File: src/sv/pidc_pkg.sv
// ----------------------------------------------------------------------------
// pidc_pkg: shared types and constants of the clamped PID controller
// Widths, register indexes, datapath operation codes and the control program.
// ----------------------------------------------------------------------------
package pidc_pkg;

  localparam int unsigned DATA_W         = 16;  // config, input and output fields
  localparam int unsigned ERR_W          = 17;  // error e
  localparam int unsigned DERR_W         = 18;  // error difference
  localparam int unsigned ESUM_W         = 32;  // saturating integral
  localparam int unsigned KT_W           = 32;  // Ki * Ts
  localparam int unsigned MUL_A_W        = 33;
  localparam int unsigned MUL_B_W        = 18;
  localparam int unsigned PROD_W         = MUL_A_W + MUL_B_W;
  localparam int unsigned INT_W          = 64;  // Ki * Ts * integral, Q.24
  localparam int unsigned ISHIFT         = 17;  // Ts/2 and Q.24 to Q.8
  localparam int unsigned DSHIFT         = 16;  // derivative numerator scale
  localparam int unsigned ACC_W          = 53;  // sum of the three terms
  localparam int unsigned DIV_W          = 52;  // dividend bits
  localparam int unsigned DIV_RADIX_BITS = 4;   // quotient bits per cycle
  localparam int unsigned DIV_STEPS      = DIV_W / DIV_RADIX_BITS;
  localparam int unsigned CNT_W          = 4;
  localparam int unsigned STEP_W         = 4;
  localparam int unsigned CFG_IDX_W      = 3;

  localparam logic [CFG_IDX_W-1:0] REG_KP = 3'd0;
  localparam logic [CFG_IDX_W-1:0] REG_KI = 3'd1;
  localparam logic [CFG_IDX_W-1:0] REG_KD = 3'd2;
  localparam logic [CFG_IDX_W-1:0] REG_TS = 3'd3;

  localparam logic [DATA_W-1:0]        TS_RESET    = 16'd655;
  localparam logic signed [DATA_W-1:0] DRIVE_LIMIT = 16'sd25344;

  // Datapath operations, one per control word.
  typedef enum logic [3:0] {
    OP_IDLE,
    OP_ERROR,
    OP_UPDATE,
    OP_MUL_KT,
    OP_LOAD_KT,
    OP_MUL_HI,
    OP_MUL_LO,
    OP_MUL_KD,
    OP_ITERM,
    OP_DIV,
    OP_DTERM,
    OP_OUT
  } op_e;

  // Sequencing of the step counter.
  typedef enum logic [2:0] {
    SEQ_NEXT,      // advance
    SEQ_GOTO,      // jump to target
    SEQ_WAIT_IN,   // hold until a transaction is taken in, then advance
    SEQ_LOOP,      // jump to target while the loop count is not zero
    SEQ_WAIT_OUT   // hold until the output slot is free, then jump to target
  } seq_e;

  typedef struct packed {
    op_e               op;
    seq_e              seq;
    logic [STEP_W-1:0] target;
  } ctrl_t;

  localparam logic [STEP_W-1:0] STEP_IDLE = 4'd0;
  localparam logic [STEP_W-1:0] STEP_DIV  = 4'd9;
  localparam logic [STEP_W-1:0] STEP_OUT  = 4'd11;

  // Control program.
  function automatic ctrl_t ucode(input logic [STEP_W-1:0] step);
    ctrl_t w;
    case (step)
      4'd0:    w = '{op: OP_IDLE,    seq: SEQ_WAIT_IN,  target: STEP_IDLE};
      4'd1:    w = '{op: OP_ERROR,   seq: SEQ_NEXT,     target: STEP_IDLE};
      4'd2:    w = '{op: OP_UPDATE,  seq: SEQ_NEXT,     target: STEP_IDLE};
      4'd3:    w = '{op: OP_MUL_KT,  seq: SEQ_NEXT,     target: STEP_IDLE};
      4'd4:    w = '{op: OP_LOAD_KT, seq: SEQ_NEXT,     target: STEP_IDLE};
      4'd5:    w = '{op: OP_MUL_HI,  seq: SEQ_NEXT,     target: STEP_IDLE};
      4'd6:    w = '{op: OP_MUL_LO,  seq: SEQ_NEXT,     target: STEP_IDLE};
      4'd7:    w = '{op: OP_MUL_KD,  seq: SEQ_NEXT,     target: STEP_IDLE};
      4'd8:    w = '{op: OP_ITERM,   seq: SEQ_NEXT,     target: STEP_IDLE};
      4'd9:    w = '{op: OP_DIV,     seq: SEQ_LOOP,     target: STEP_DIV};
      4'd10:   w = '{op: OP_DTERM,   seq: SEQ_NEXT,     target: STEP_IDLE};
      4'd11:   w = '{op: OP_OUT,     seq: SEQ_WAIT_OUT, target: STEP_IDLE};
      default: w = '{op: OP_IDLE,    seq: SEQ_GOTO,     target: STEP_IDLE};
    endcase
    return w;
  endfunction

endpackage

File: src/sv/pidc_if.sv
// ----------------------------------------------------------------------------
// pidc_if: valid/ready channels of the clamped PID controller
// One interface for the sample channel and one for the drive channel.
// ----------------------------------------------------------------------------
interface pidc_in_if;
  logic                                 valid;
  logic                                 ready;
  logic signed [pidc_pkg::DATA_W-1:0]   command_value;
  logic signed [pidc_pkg::DATA_W-1:0]   measured_value;

  modport source (output valid, output command_value, output measured_value, input ready);
  modport sink   (input valid, input command_value, input measured_value, output ready);
endinterface

interface pidc_out_if;
  logic                                 valid;
  logic                                 ready;
  logic signed [pidc_pkg::DATA_W-1:0]   drive_value;

  modport source (output valid, output drive_value, input ready);
  modport sink   (input valid, input drive_value, output ready);
endinterface

File: src/sv/pid_controller_clamped.sv
// ----------------------------------------------------------------------------
// pid_controller_clamped: positional PID controller with output clamp
// Microcoded sequencer over one shared multiplier and a radix-16 divider.
// ----------------------------------------------------------------------------
// Usage:
//   cmd_i carries one sample per transaction (command_value, measured_value).
//   drv_o returns one drive_value per sample, signed Q8.8, clamped to +/-99.0.
//   The config port writes Kp, Ki, Kd (Q8.8) and Ts (Q0.16) by index 0..3;
//   write it only while no sample is in flight. Writes to other indexes drop.
// Timing:
//   A sample is taken while the step counter sits at its idle step. The
//   result is loaded into the output register at the last step, and the
//   next sample can be taken once the counter is back at its idle step, so
//   samples are processed one at a time. The length of a run is set by five
//   passes through the single 33x18 multiplier and by the divider for the
//   derivative term, which retires 4 quotient bits a cycle over 52 bits.
// Stalls:
//   The result sits in an output register. The next sample is accepted while
//   it waits; the program holds at its last step until the register frees up.
// Reset:
//   Clears integral, previous error and the output valid; gains return to
//   zero and Ts to 655 (about 10 ms).
// ----------------------------------------------------------------------------
module pid_controller_clamped (
  input  logic                                  clk_i,
  input  logic                                  rst_ni,
  pidc_in_if.sink                               cmd_i,
  pidc_out_if.source                            drv_o,
  input  logic                                  cfg_we_i,
  input  logic [pidc_pkg::CFG_IDX_W-1:0]        cfg_idx_i,
  input  logic [pidc_pkg::DATA_W-1:0]           cfg_data_i
);

  localparam int unsigned DW = pidc_pkg::DATA_W;

  // Configuration registers.
  logic [DW-1:0] kp_q, ki_q, kd_q, ts_q;
  logic [DW-1:0] ts_eff;

  // Sequencer.
  logic [pidc_pkg::STEP_W-1:0] step_q, step_d;
  logic [pidc_pkg::CNT_W-1:0]  cnt_q;
  pidc_pkg::ctrl_t             ctrl;

  // Controller state.
  logic signed [pidc_pkg::ESUM_W-1:0] esum_q;
  logic signed [pidc_pkg::ERR_W-1:0]  last_q;

  // Datapath registers.
  logic signed [DW-1:0]                cmd_q, meas_q;
  logic signed [pidc_pkg::ERR_W-1:0]   e_q;
  logic signed [pidc_pkg::DERR_W-1:0]  de_q;
  logic signed [pidc_pkg::PROD_W-1:0]  prod_q;
  logic [pidc_pkg::KT_W-1:0]           kt_q;
  logic signed [pidc_pkg::INT_W-1:0]   int_q;
  logic signed [pidc_pkg::ACC_W-1:0]   sum_q;
  logic [pidc_pkg::DIV_W-1:0]          quo_q;
  logic [DW-1:0]                       rem_q;
  logic                                dneg_q;
  logic signed [DW-1:0]                drive_q;
  logic                                out_valid_q;

  // Combinational datapath.
  logic signed [pidc_pkg::MUL_A_W-1:0]         mul_a;
  logic signed [pidc_pkg::MUL_B_W-1:0]         mul_b;
  logic signed [pidc_pkg::PROD_W-1:0]          prod_d;
  logic signed [pidc_pkg::ESUM_W:0]            esum_wide;
  logic signed [pidc_pkg::ESUM_W-1:0]          esum_d;
  logic signed [pidc_pkg::INT_W-1:0]           int_biased;
  logic signed [pidc_pkg::INT_W-pidc_pkg::ISHIFT-1:0] iterm;
  logic signed [pidc_pkg::PROD_W-1:0]          dmag;
  logic signed [pidc_pkg::ACC_W-1:0]           quo_s;
  logic [DW:0]                                 trial;
  logic [DW-1:0]                               rem_d;
  logic [pidc_pkg::DIV_W-1:0]                  quo_d;
  logic signed [DW-1:0]                        clamp_d;
  logic                                        in_fire, out_free;

  assign ctrl     = pidc_pkg::ucode(step_q);
  assign ts_eff   = (ts_q == '0) ? DW'(1) : ts_q;
  assign in_fire  = cmd_i.valid && cmd_i.ready;
  assign out_free = !out_valid_q || drv_o.ready;

  assign cmd_i.ready       = (ctrl.op == pidc_pkg::OP_IDLE);
  assign drv_o.valid       = out_valid_q;
  assign drv_o.drive_value = drive_q;

  // Config writes; unknown indexes drop.
  always_ff @(posedge clk_i or negedge rst_ni) begin
    if (!rst_ni) begin
      kp_q <= '0;
      ki_q <= '0;
      kd_q <= '0;
      ts_q <= pidc_pkg::TS_RESET;
    end else if (cfg_we_i) begin
      case (cfg_idx_i)
        pidc_pkg::REG_KP: kp_q <= cfg_data_i;
        pidc_pkg::REG_KI: ki_q <= cfg_data_i;
        pidc_pkg::REG_KD: kd_q <= cfg_data_i;
        pidc_pkg::REG_TS: ts_q <= cfg_data_i;
        default: ;
      endcase
    end
  end

  // Step counter: next step from the control word.
  always_comb begin
    step_d = step_q;
    case (ctrl.seq)
      pidc_pkg::SEQ_NEXT:     step_d = step_q + 1'b1;
      pidc_pkg::SEQ_GOTO:     step_d = ctrl.target;
      pidc_pkg::SEQ_WAIT_IN:  step_d = in_fire ? step_q + 1'b1 : step_q;
      pidc_pkg::SEQ_LOOP:     step_d = (cnt_q != '0) ? ctrl.target : step_q + 1'b1;
      pidc_pkg::SEQ_WAIT_OUT: step_d = out_free ? ctrl.target : step_q;
      default:                step_d = pidc_pkg::STEP_IDLE;
    endcase
  end

  // Shared multiplier operand select.
  always_comb begin
    mul_a = '0;
    mul_b = '0;
    case (ctrl.op)
      pidc_pkg::OP_UPDATE: begin
        mul_a = $signed({{(pidc_pkg::MUL_A_W-DW){1'b0}}, kp_q});
        mul_b = pidc_pkg::MUL_B_W'(e_q);
      end
      pidc_pkg::OP_MUL_KT: begin
        mul_a = $signed({{(pidc_pkg::MUL_A_W-DW){1'b0}}, ki_q});
        mul_b = $signed({{(pidc_pkg::MUL_B_W-DW){1'b0}}, ts_eff});
      end
      pidc_pkg::OP_MUL_HI: begin
        mul_a = $signed({1'b0, kt_q});
        mul_b = pidc_pkg::MUL_B_W'($signed(esum_q[pidc_pkg::ESUM_W-1 -: DW]));
      end
      pidc_pkg::OP_MUL_LO: begin
        mul_a = $signed({1'b0, kt_q});
        mul_b = $signed({{(pidc_pkg::MUL_B_W-DW){1'b0}}, esum_q[DW-1:0]});
      end
      pidc_pkg::OP_MUL_KD: begin
        mul_a = $signed({{(pidc_pkg::MUL_A_W-DW){1'b0}}, kd_q});
        mul_b = de_q;
      end
      default: ;
    endcase
  end

  assign prod_d = pidc_pkg::PROD_W'(mul_a) * pidc_pkg::PROD_W'(mul_b);

  // Saturating integral update.
  always_comb begin
    esum_wide = (pidc_pkg::ESUM_W + 1)'(esum_q) + (pidc_pkg::ESUM_W + 1)'(e_q);
    case (esum_wide[pidc_pkg::ESUM_W -: 2])
      2'b01:   esum_d = {1'b0, {(pidc_pkg::ESUM_W-1){1'b1}}};
      2'b10:   esum_d = {1'b1, {(pidc_pkg::ESUM_W-1){1'b0}}};
      default: esum_d = esum_wide[pidc_pkg::ESUM_W-1:0];
    endcase
  end

  // Integral term: divide by 2^17, truncating toward zero.
  assign int_biased = int_q + (int_q[pidc_pkg::INT_W-1]
                      ? pidc_pkg::INT_W'((64'd1 << pidc_pkg::ISHIFT) - 64'd1)
                      : '0);
  assign iterm      = int_biased[pidc_pkg::INT_W-1:pidc_pkg::ISHIFT];

  // Derivative numerator magnitude; sign kept aside for the divider.
  assign dmag  = prod_q[pidc_pkg::PROD_W-1] ? -prod_q : prod_q;
  assign quo_s = $signed({1'b0, quo_q});

  // Restoring divide by Ts, four quotient bits per cycle.
  always_comb begin
    rem_d = rem_q;
    quo_d = quo_q;
    trial = '0;
    for (int k = 0; k < int'(pidc_pkg::DIV_RADIX_BITS); k++) begin
      trial = {rem_d, quo_d[pidc_pkg::DIV_W-1]};
      quo_d = {quo_d[pidc_pkg::DIV_W-2:0], 1'b0};
      if (trial >= {1'b0, ts_eff}) begin
        rem_d    = DW'(trial - {1'b0, ts_eff});
        quo_d[0] = 1'b1;
      end else begin
        rem_d = trial[DW-1:0];
      end
    end
  end

  // Output clamp to +/-99.0.
  always_comb begin
    if (sum_q > pidc_pkg::ACC_W'(pidc_pkg::DRIVE_LIMIT)) begin
      clamp_d = pidc_pkg::DRIVE_LIMIT;
    end else if (sum_q < -pidc_pkg::ACC_W'(pidc_pkg::DRIVE_LIMIT)) begin
      clamp_d = -pidc_pkg::DRIVE_LIMIT;
    end else begin
      clamp_d = sum_q[DW-1:0];
    end
  end

  // Control state.
  always_ff @(posedge clk_i or negedge rst_ni) begin
    if (!rst_ni) begin
      step_q      <= pidc_pkg::STEP_IDLE;
      cnt_q       <= '0;
      out_valid_q <= 1'b0;
      esum_q      <= '0;
      last_q      <= '0;
    end else begin
      step_q <= step_d;
      // Load a new result when the slot frees up, else drop a taken one.
      if ((ctrl.op == pidc_pkg::OP_OUT) && out_free) begin
        out_valid_q <= 1'b1;
      end else if (drv_o.ready) begin
        out_valid_q <= 1'b0;
      end
      case (ctrl.op)
        pidc_pkg::OP_UPDATE: begin
          esum_q <= esum_d;
          last_q <= e_q;
        end
        pidc_pkg::OP_ITERM: cnt_q <= pidc_pkg::CNT_W'(pidc_pkg::DIV_STEPS - 1);
        pidc_pkg::OP_DIV:   cnt_q <= cnt_q - 1'b1;
        default: ;
      endcase
    end
  end

  // Datapath registers.
  always_ff @(posedge clk_i) begin
    prod_q <= prod_d;
    case (ctrl.op)
      pidc_pkg::OP_IDLE: begin
        if (in_fire) begin
          cmd_q  <= cmd_i.command_value;
          meas_q <= cmd_i.measured_value;
        end
      end
      pidc_pkg::OP_ERROR: e_q <= pidc_pkg::ERR_W'(cmd_q) - pidc_pkg::ERR_W'(meas_q);
      pidc_pkg::OP_UPDATE: begin
        de_q <= pidc_pkg::DERR_W'(e_q) - pidc_pkg::DERR_W'(last_q);
      end
      pidc_pkg::OP_MUL_KT:  sum_q <= pidc_pkg::ACC_W'(prod_q);
      pidc_pkg::OP_LOAD_KT: kt_q  <= prod_q[pidc_pkg::KT_W-1:0];
      pidc_pkg::OP_MUL_LO:  int_q <= pidc_pkg::INT_W'(prod_q) <<< pidc_pkg::DSHIFT;
      pidc_pkg::OP_MUL_KD:  int_q <= int_q + pidc_pkg::INT_W'(prod_q);
      pidc_pkg::OP_ITERM: begin
        sum_q  <= sum_q + pidc_pkg::ACC_W'(iterm);
        dneg_q <= prod_q[pidc_pkg::PROD_W-1];
        quo_q  <= {dmag[pidc_pkg::DIV_W-pidc_pkg::DSHIFT-1:0],
                   {pidc_pkg::DSHIFT{1'b0}}};
        rem_q  <= '0;
      end
      pidc_pkg::OP_DIV: begin
        quo_q <= quo_d;
        rem_q <= rem_d;
      end
      pidc_pkg::OP_DTERM: sum_q <= sum_q + (dneg_q ? -quo_s : quo_s);
      pidc_pkg::OP_OUT: begin
        if (out_free) begin
          drive_q <= clamp_d;
        end
      end
      default: ;
    endcase
  end

endmodule

File: src/flat_wrapper.sv
// flat-port wrapper written by rule: the top's interface ports become plain ports
module pid_controller_clamped_flat 
  (clk_i, rst_ni, cfg_we_i, cfg_idx_i, cfg_data_i, cmd_i_valid, cmd_i_command_value, cmd_i_measured_value, cmd_i_ready, drv_o_valid, drv_o_drive_value, drv_o_ready);
  pidc_in_if cmd_i_i ();
  pidc_out_if drv_o_i ();
  input  logic clk_i;
  input  logic rst_ni;
  input  logic cfg_we_i;
  input  logic [pidc_pkg::CFG_IDX_W-1:0] cfg_idx_i;
  input  logic [pidc_pkg::DATA_W-1:0] cfg_data_i;
  input wire logic [$bits(cmd_i_i.valid)-1:0] cmd_i_valid;
  input wire logic [$bits(cmd_i_i.command_value)-1:0] cmd_i_command_value;
  input wire logic [$bits(cmd_i_i.measured_value)-1:0] cmd_i_measured_value;
  output wire logic [$bits(cmd_i_i.ready)-1:0] cmd_i_ready;
  output wire logic [$bits(drv_o_i.valid)-1:0] drv_o_valid;
  output wire logic [$bits(drv_o_i.drive_value)-1:0] drv_o_drive_value;
  input wire logic [$bits(drv_o_i.ready)-1:0] drv_o_ready;
  assign cmd_i_i.valid = cmd_i_valid;
  assign cmd_i_i.command_value = cmd_i_command_value;
  assign cmd_i_i.measured_value = cmd_i_measured_value;
  assign cmd_i_ready = cmd_i_i.ready;
  assign drv_o_valid = drv_o_i.valid;
  assign drv_o_drive_value = drv_o_i.drive_value;
  assign drv_o_i.ready = drv_o_ready;
  pid_controller_clamped u_core (.clk_i(clk_i), .rst_ni(rst_ni), .cmd_i(cmd_i_i), .drv_o(drv_o_i), .cfg_we_i(cfg_we_i), .cfg_idx_i(cfg_idx_i), .cfg_data_i(cfg_data_i));
endmodule
File: config.mk
export PLATFORM = sky130hd
export DESIGN_NAME = pid_controller_clamped_flat
export DESIGN_NICKNAME = d
export VERILOG_FILES = /design/src/sv/pidc_pkg.sv /design/src/sv/pidc_if.sv /design/src/sv/pid_controller_clamped.sv /design/src/flat_wrapper.sv
export SDC_FILE = /design/constraint.sdc
export NUM_CORES = 2
export LEC_CHECK = 0
export BUFFER_PORTS_ARGS = -buffer_cell sky130_fd_sc_hd__buf_2
export CAP_MARGIN = 20
export CELL_PAD_IN_SITES_DETAIL_PLACEMENT = 0
export CELL_PAD_IN_SITES_GLOBAL_PLACEMENT = 2
export CORE_UTILIZATION = 38
export DETAILED_ROUTE_END_ITERATION = 7
export HOLD_SLACK_MARGIN = 0.1
export MAX_ROUTING_LAYER = met4
export PLACE_DENSITY_LB_ADDON = 0.1
export SYNTH_ARGS = -nofsm -noshare
export SYNTH_HDL_FRONTEND = slang
export SYNTH_SLANG_ARGS = --single-unit
export TNS_END_PERCENT = 20
File: constraint.sdc
create_clock -name clk_i -period 10.2 [get_ports clk_i]
set_input_delay 2.04 -clock clk_i [delete_from_list [all_inputs] [get_ports clk_i]]
set_output_delay 2.04 -clock clk_i [all_outputs]
set_load 0.01 [all_outputs]
==> impl_metrics.prom <==
# TYPE chip_impl_metric gauge
chip_impl_metric{name="synth.yosys.seq_area_share",unit=""} 0.251
chip_impl_metric{name="fmaxAchievable",unit="GHz"} 0.103
chip_impl_info{name="crit_path_top_delay_cell",value="or4_1"} 1
chip_impl_info{name="commonest_cells_after_routing_fill_and_taps_aside",value="nand2_1 (921), inv_1 (692), fa_1 (489), ha_1 (432), o21ai_0 (416)"} 1
chip_impl_metric{name="synth_edf_count",unit=""} 301
chip_impl_metric{name="grt_antenna_before_repair",unit=""} 4
chip_impl_metric{name="syn_area_per_cell",unit="µm²"} 8.90
chip_impl_metric{name="timing.final.max_slew_violations",unit=""} 0
chip_impl_metric{name="cts_buffers",unit=""} 60
chip_impl_info{name="hold_start",value="u_core.kd_q[9]"} 1
chip_impl_metric{name="die_width",unit="µm"} 373
chip_impl_metric{name="timing.clock.skew",unit="ns"} 0.0246
chip_impl_info{name="crit-reg2reg-launch",value="u_core.ts_q[4]"} 1
chip_impl_metric{name="worst_path_required_time",unit="ns"} 10.62
chip_impl_metric{name="routed-via-count",unit=""} 42400
chip_impl_info{name="cts_tree",value="built"} 1
chip_impl_metric{name="grt.total_usage",unit=""} 0.260
chip_impl_metric{name="place.port_buffers",unit=""} 73
chip_impl_info{name="timing.critical_path.to_type",value="register"} 1
chip_impl_metric{name="yosysWarnings",unit=""} 0
chip_impl_info{name="worstSetupStartpoint",value="u_core.ts_q[4]"} 1
chip_impl_metric{name="seq_area",unit="mm²"} 0.0131
chip_impl_info{name="outcome",value="finished, final reports clean"} 1
chip_impl_metric{name="grt_pass1_wl",unit="µm"} 270000
chip_impl_metric{name="timing.slew.headroom",unit=""} 0.251
chip_impl_metric{name="cts.clk_slew.worst_paths",unit="ns"} 0.06
chip_impl_metric{name="max_stage_delay",unit="ns"} 0.53
chip_impl_metric{name="worstHoldPathCells",unit=""} 1
chip_impl_metric{name="timing.reg2reg.worst_path_depth",unit=""} 46
chip_impl_info{name="timing.hold.worst.class",value="register to register"} 1
chip_impl_metric{name="post_route_cells_drive_above_1_share",unit=""} 0.0993
chip_impl_metric{name="drt_wl_total",unit="µm"} 175000
chip_impl_metric{name="drc",unit=""} 0
chip_impl_metric{name="placementRows",unit=""} 135
chip_impl_metric{name="grt_max_degree",unit=""} 81
chip_impl_metric{name="total_negative_slack",unit="ns"} 0
chip_impl_metric{name="cts_sinks",unit=""} 474
chip_impl_info{name="crit_type",value="register to register"} 1
chip_impl_metric{name="initialDrtViolationCount",unit=""} 2752
chip_impl_metric{name="syn2layout_area_growth",unit="%"} 11.8
chip_impl_metric{name="final.fill_count",unit=""} 13600
chip_impl_metric{name="wl_per_cell",unit="µm"} 22.2
chip_impl_metric{name="firstDrtPassIters",unit=""} 5
chip_impl_metric{name="final_period_minus_worst_setup_slack",unit="ns"} 9.72
chip_impl_metric{name="avgViaCountPerCell",unit=""} 5.38
chip_impl_metric{name="critPathMaxFanout",unit=""} 11
chip_impl_metric{name="antenna_violating_nets_post_route",unit=""} 0
chip_impl_info{name="synth_flop_cell",value="edfxtp_1"} 1
chip_impl_metric{name="cts-root-to-sink-buffers",unit=""} 3
chip_impl_metric{name="cts_hold_repair.buffers",unit=""} 0
chip_impl_metric{name="final.period_utilization",unit=""} 0.953
chip_impl_metric{name="ff_latch_count_synth",unit=""} 474
chip_impl_info{name="critical_path.startpoint_type",value="register"} 1
chip_impl_metric{name="global_route.overflow_total",unit=""} 0
chip_impl_metric{name="chipHeight",unit="µm"} 373
chip_impl_metric{name="final_nets",unit=""} 7036
chip_impl_metric{name="synthesized_netlist_cell_count",unit=""} 5880
chip_impl_metric{name="max_slew.worst_pin.slew",unit="ns"} 1.11
chip_impl_metric{name="cts_max_level",unit=""} 2
chip_impl_metric{name="max-cap-violations",unit=""} 0
chip_impl_metric{name="post_synth_num_cell_types",unit=""} 84
chip_impl_info{name="layout_commonest_cell",value="nand2_1"} 1
chip_impl_metric{name="async_flop_share",unit=""} 0.257
chip_impl_metric{name="worstPathArrival",unit="ns"} 10.14
chip_impl_metric{name="dp_hpwl",unit="µm"} 142000
chip_impl_metric{name="finalSetupViolations",unit=""} 0
chip_impl_metric{name="multi_input_area",unit="mm²"} 0.0360
chip_impl_metric{name="worstSkewPairLatency",unit="ns"} 0.68
chip_impl_metric{name="floorplan.initialDensity",unit=""} 0.385
chip_impl_metric{name="grt_pass1_vias",unit=""} 42900
chip_impl_metric{name="die_area",unit="mm²"} 0.139
chip_impl_metric{name="timing_hold_violations_final",unit=""} 0
chip_impl_metric{name="netlist_area",unit="mm²"} 0.0523
chip_impl_metric{name="synth_fp_nets",unit=""} 6858
chip_impl_metric{name="coreArea",unit="mm²"} 0.136
chip_impl_metric{name="utilization",unit=""} 0.430
chip_impl_info{name="cts.root.buffer_cell",value="clkbuf_16"} 1
chip_impl_info{name="critPathMostFrequentCell",value="buf_4"} 1
chip_impl_metric{name="design.portCount",unit=""} 74
chip_impl_metric{name="gp_congestion",unit=""} 0.925
==> layer usage <==
metal  GRT usage  wire length [µm]  vias to the layer above
met5           -                 0                        -
met4      0.0388              2410                        0
met3      0.0210              7060                      125
met2       0.392             76700                      837
met1       0.385             88800                    21100
li1            -                 -                    20400
==> cells in the mapped netlist (all sizes together), types with 17 or more instances <==
cell / n / area share
nand2: 924 / 0.066
inv: 695 / 0.050
fa: 489 / 0.19
ha: 433 / 0.10
o21ai: 423 / 0.040
nor2: 341 / 0.025
edfxtp: 301 / 0.17
a21oi: 296 / 0.028
xnor2: 225 / 0.038
clkbuf: 213 / 0.015
a21o: 157 / 0.023
xor2: 147 / 0.025
dfrtp: 116 / 0.055
nand3: 78 / 0.0075
and2: 77 / 0.0092
mux2: 67 / 0.014
nand4: 61 / 0.0073
nor2b: 57 / 0.0068
nor3: 57 / 0.0055
dfxtp: 51 / 0.020
nand2b: 51 / 0.0061
o21bai: 45 / 0.0065
o31ai: 41 / 0.0061
or3: 40 / 0.0048
and3: 37 / 0.0044
a31oi: 35 / 0.0042
a211oi: 32 / 0.0046
a221oi: 26 / 0.0044
o21a: 22 / 0.0032
a221o: 21 / 0.0040
nor4: 21 / 0.0025
or2: 21 / 0.0026
mux2i: 20 / 0.0038
o211ai: 20 / 0.0029
o2111ai: 19 / 0.0032
or4: 19 / 0.0029
a22o: 18 / 0.0030
a21boi: 17 / 0.0024
==> worst max-delay path: cells and delay by family, from the launching register on <==
family          cells  cell delay [ns]
compound gates     20             3.95
flops               1             0.41
xor+xnor            1             0.28
simple gates       10             1.66
fa+ha+maj           4             1.14
buf+inv             9             1.41
mux                 2             0.57
==> flip-flops by register name, indices dropped and copies added, names as in the netlist, 17 cells and up <==
signal,cells
u_core.int_q,64
u_core.sum_q,53
u_core.quo_q,52
u_core.prod_q,51
u_core.esum_q,32
u_core.kt_q,32
u_core.de_q,18
u_core.e_q,17
u_core.last_q,17
==> final cells by class <==
type,instances,area share
inverters,695,0.0446
flip-flops and latches,474,0.224
repair buffers,345,0.0422
diodes,1,0.0000428
clock buffers,85,0.0298
clock inverters,29,0.00492
multi-input cells,4482,0.616
well taps,1781,0.0381
==> metrics by stage <==
stage	cells	hold slack, ns	setup slack [ns]	instance area (µm²)
6_report	7892	0.508	0.477	58500
5_1_grt	7892	0.523	-0.0496	58500
4_1_cts	7883	0.503	0.0348	58300
3_5_place_dp	7769	0.479	0.0427	56300
3_3_place_gp	7768	0.468	0.101	56200
2_1_floorplan	5880	0.432	0.0961	52300
==> final timing paths <==
check,endpoint,slack (ns)
setup / recovery,u_core.rem_q[13],0.48
hold / removal,u_core.kd_q[9],0.51
setup reg to reg,u_core.rem_q[13],0.48
hold reg to reg,u_core.kd_q[9],0.51
max in group asynchronous,u_core.kd_q[5],7.30
min in group asynchronous,u_core.esum_q[6],1.45
==> cells by family after synthesis <==
logic type      Yosys count  synth area share
compound gates         1284             0.156
simple gates           1817             0.156
flops                   474             0.251
fa+ha+maj               922             0.291
buf+inv                 924            0.0664
mux                      87            0.0183
xor+xnor                372            0.0623
==> repair_timing <==
| item | 4_1_cts | 5_1_grt |
|---|---|---|
| hold endpoints to repair | 0 | 0 |
| resized for setup | 1 | 31 |
| gates cloned | 0 | 2 |
| setup endpoints to repair | 9 | 18 |
| pin swaps | 0 | 7 |
| setup buffers | 0 | 5 |
Power is left out: the tool's default activity adds up to more than one toggle a clock period on the data nets, which glitch-free logic cannot reach.
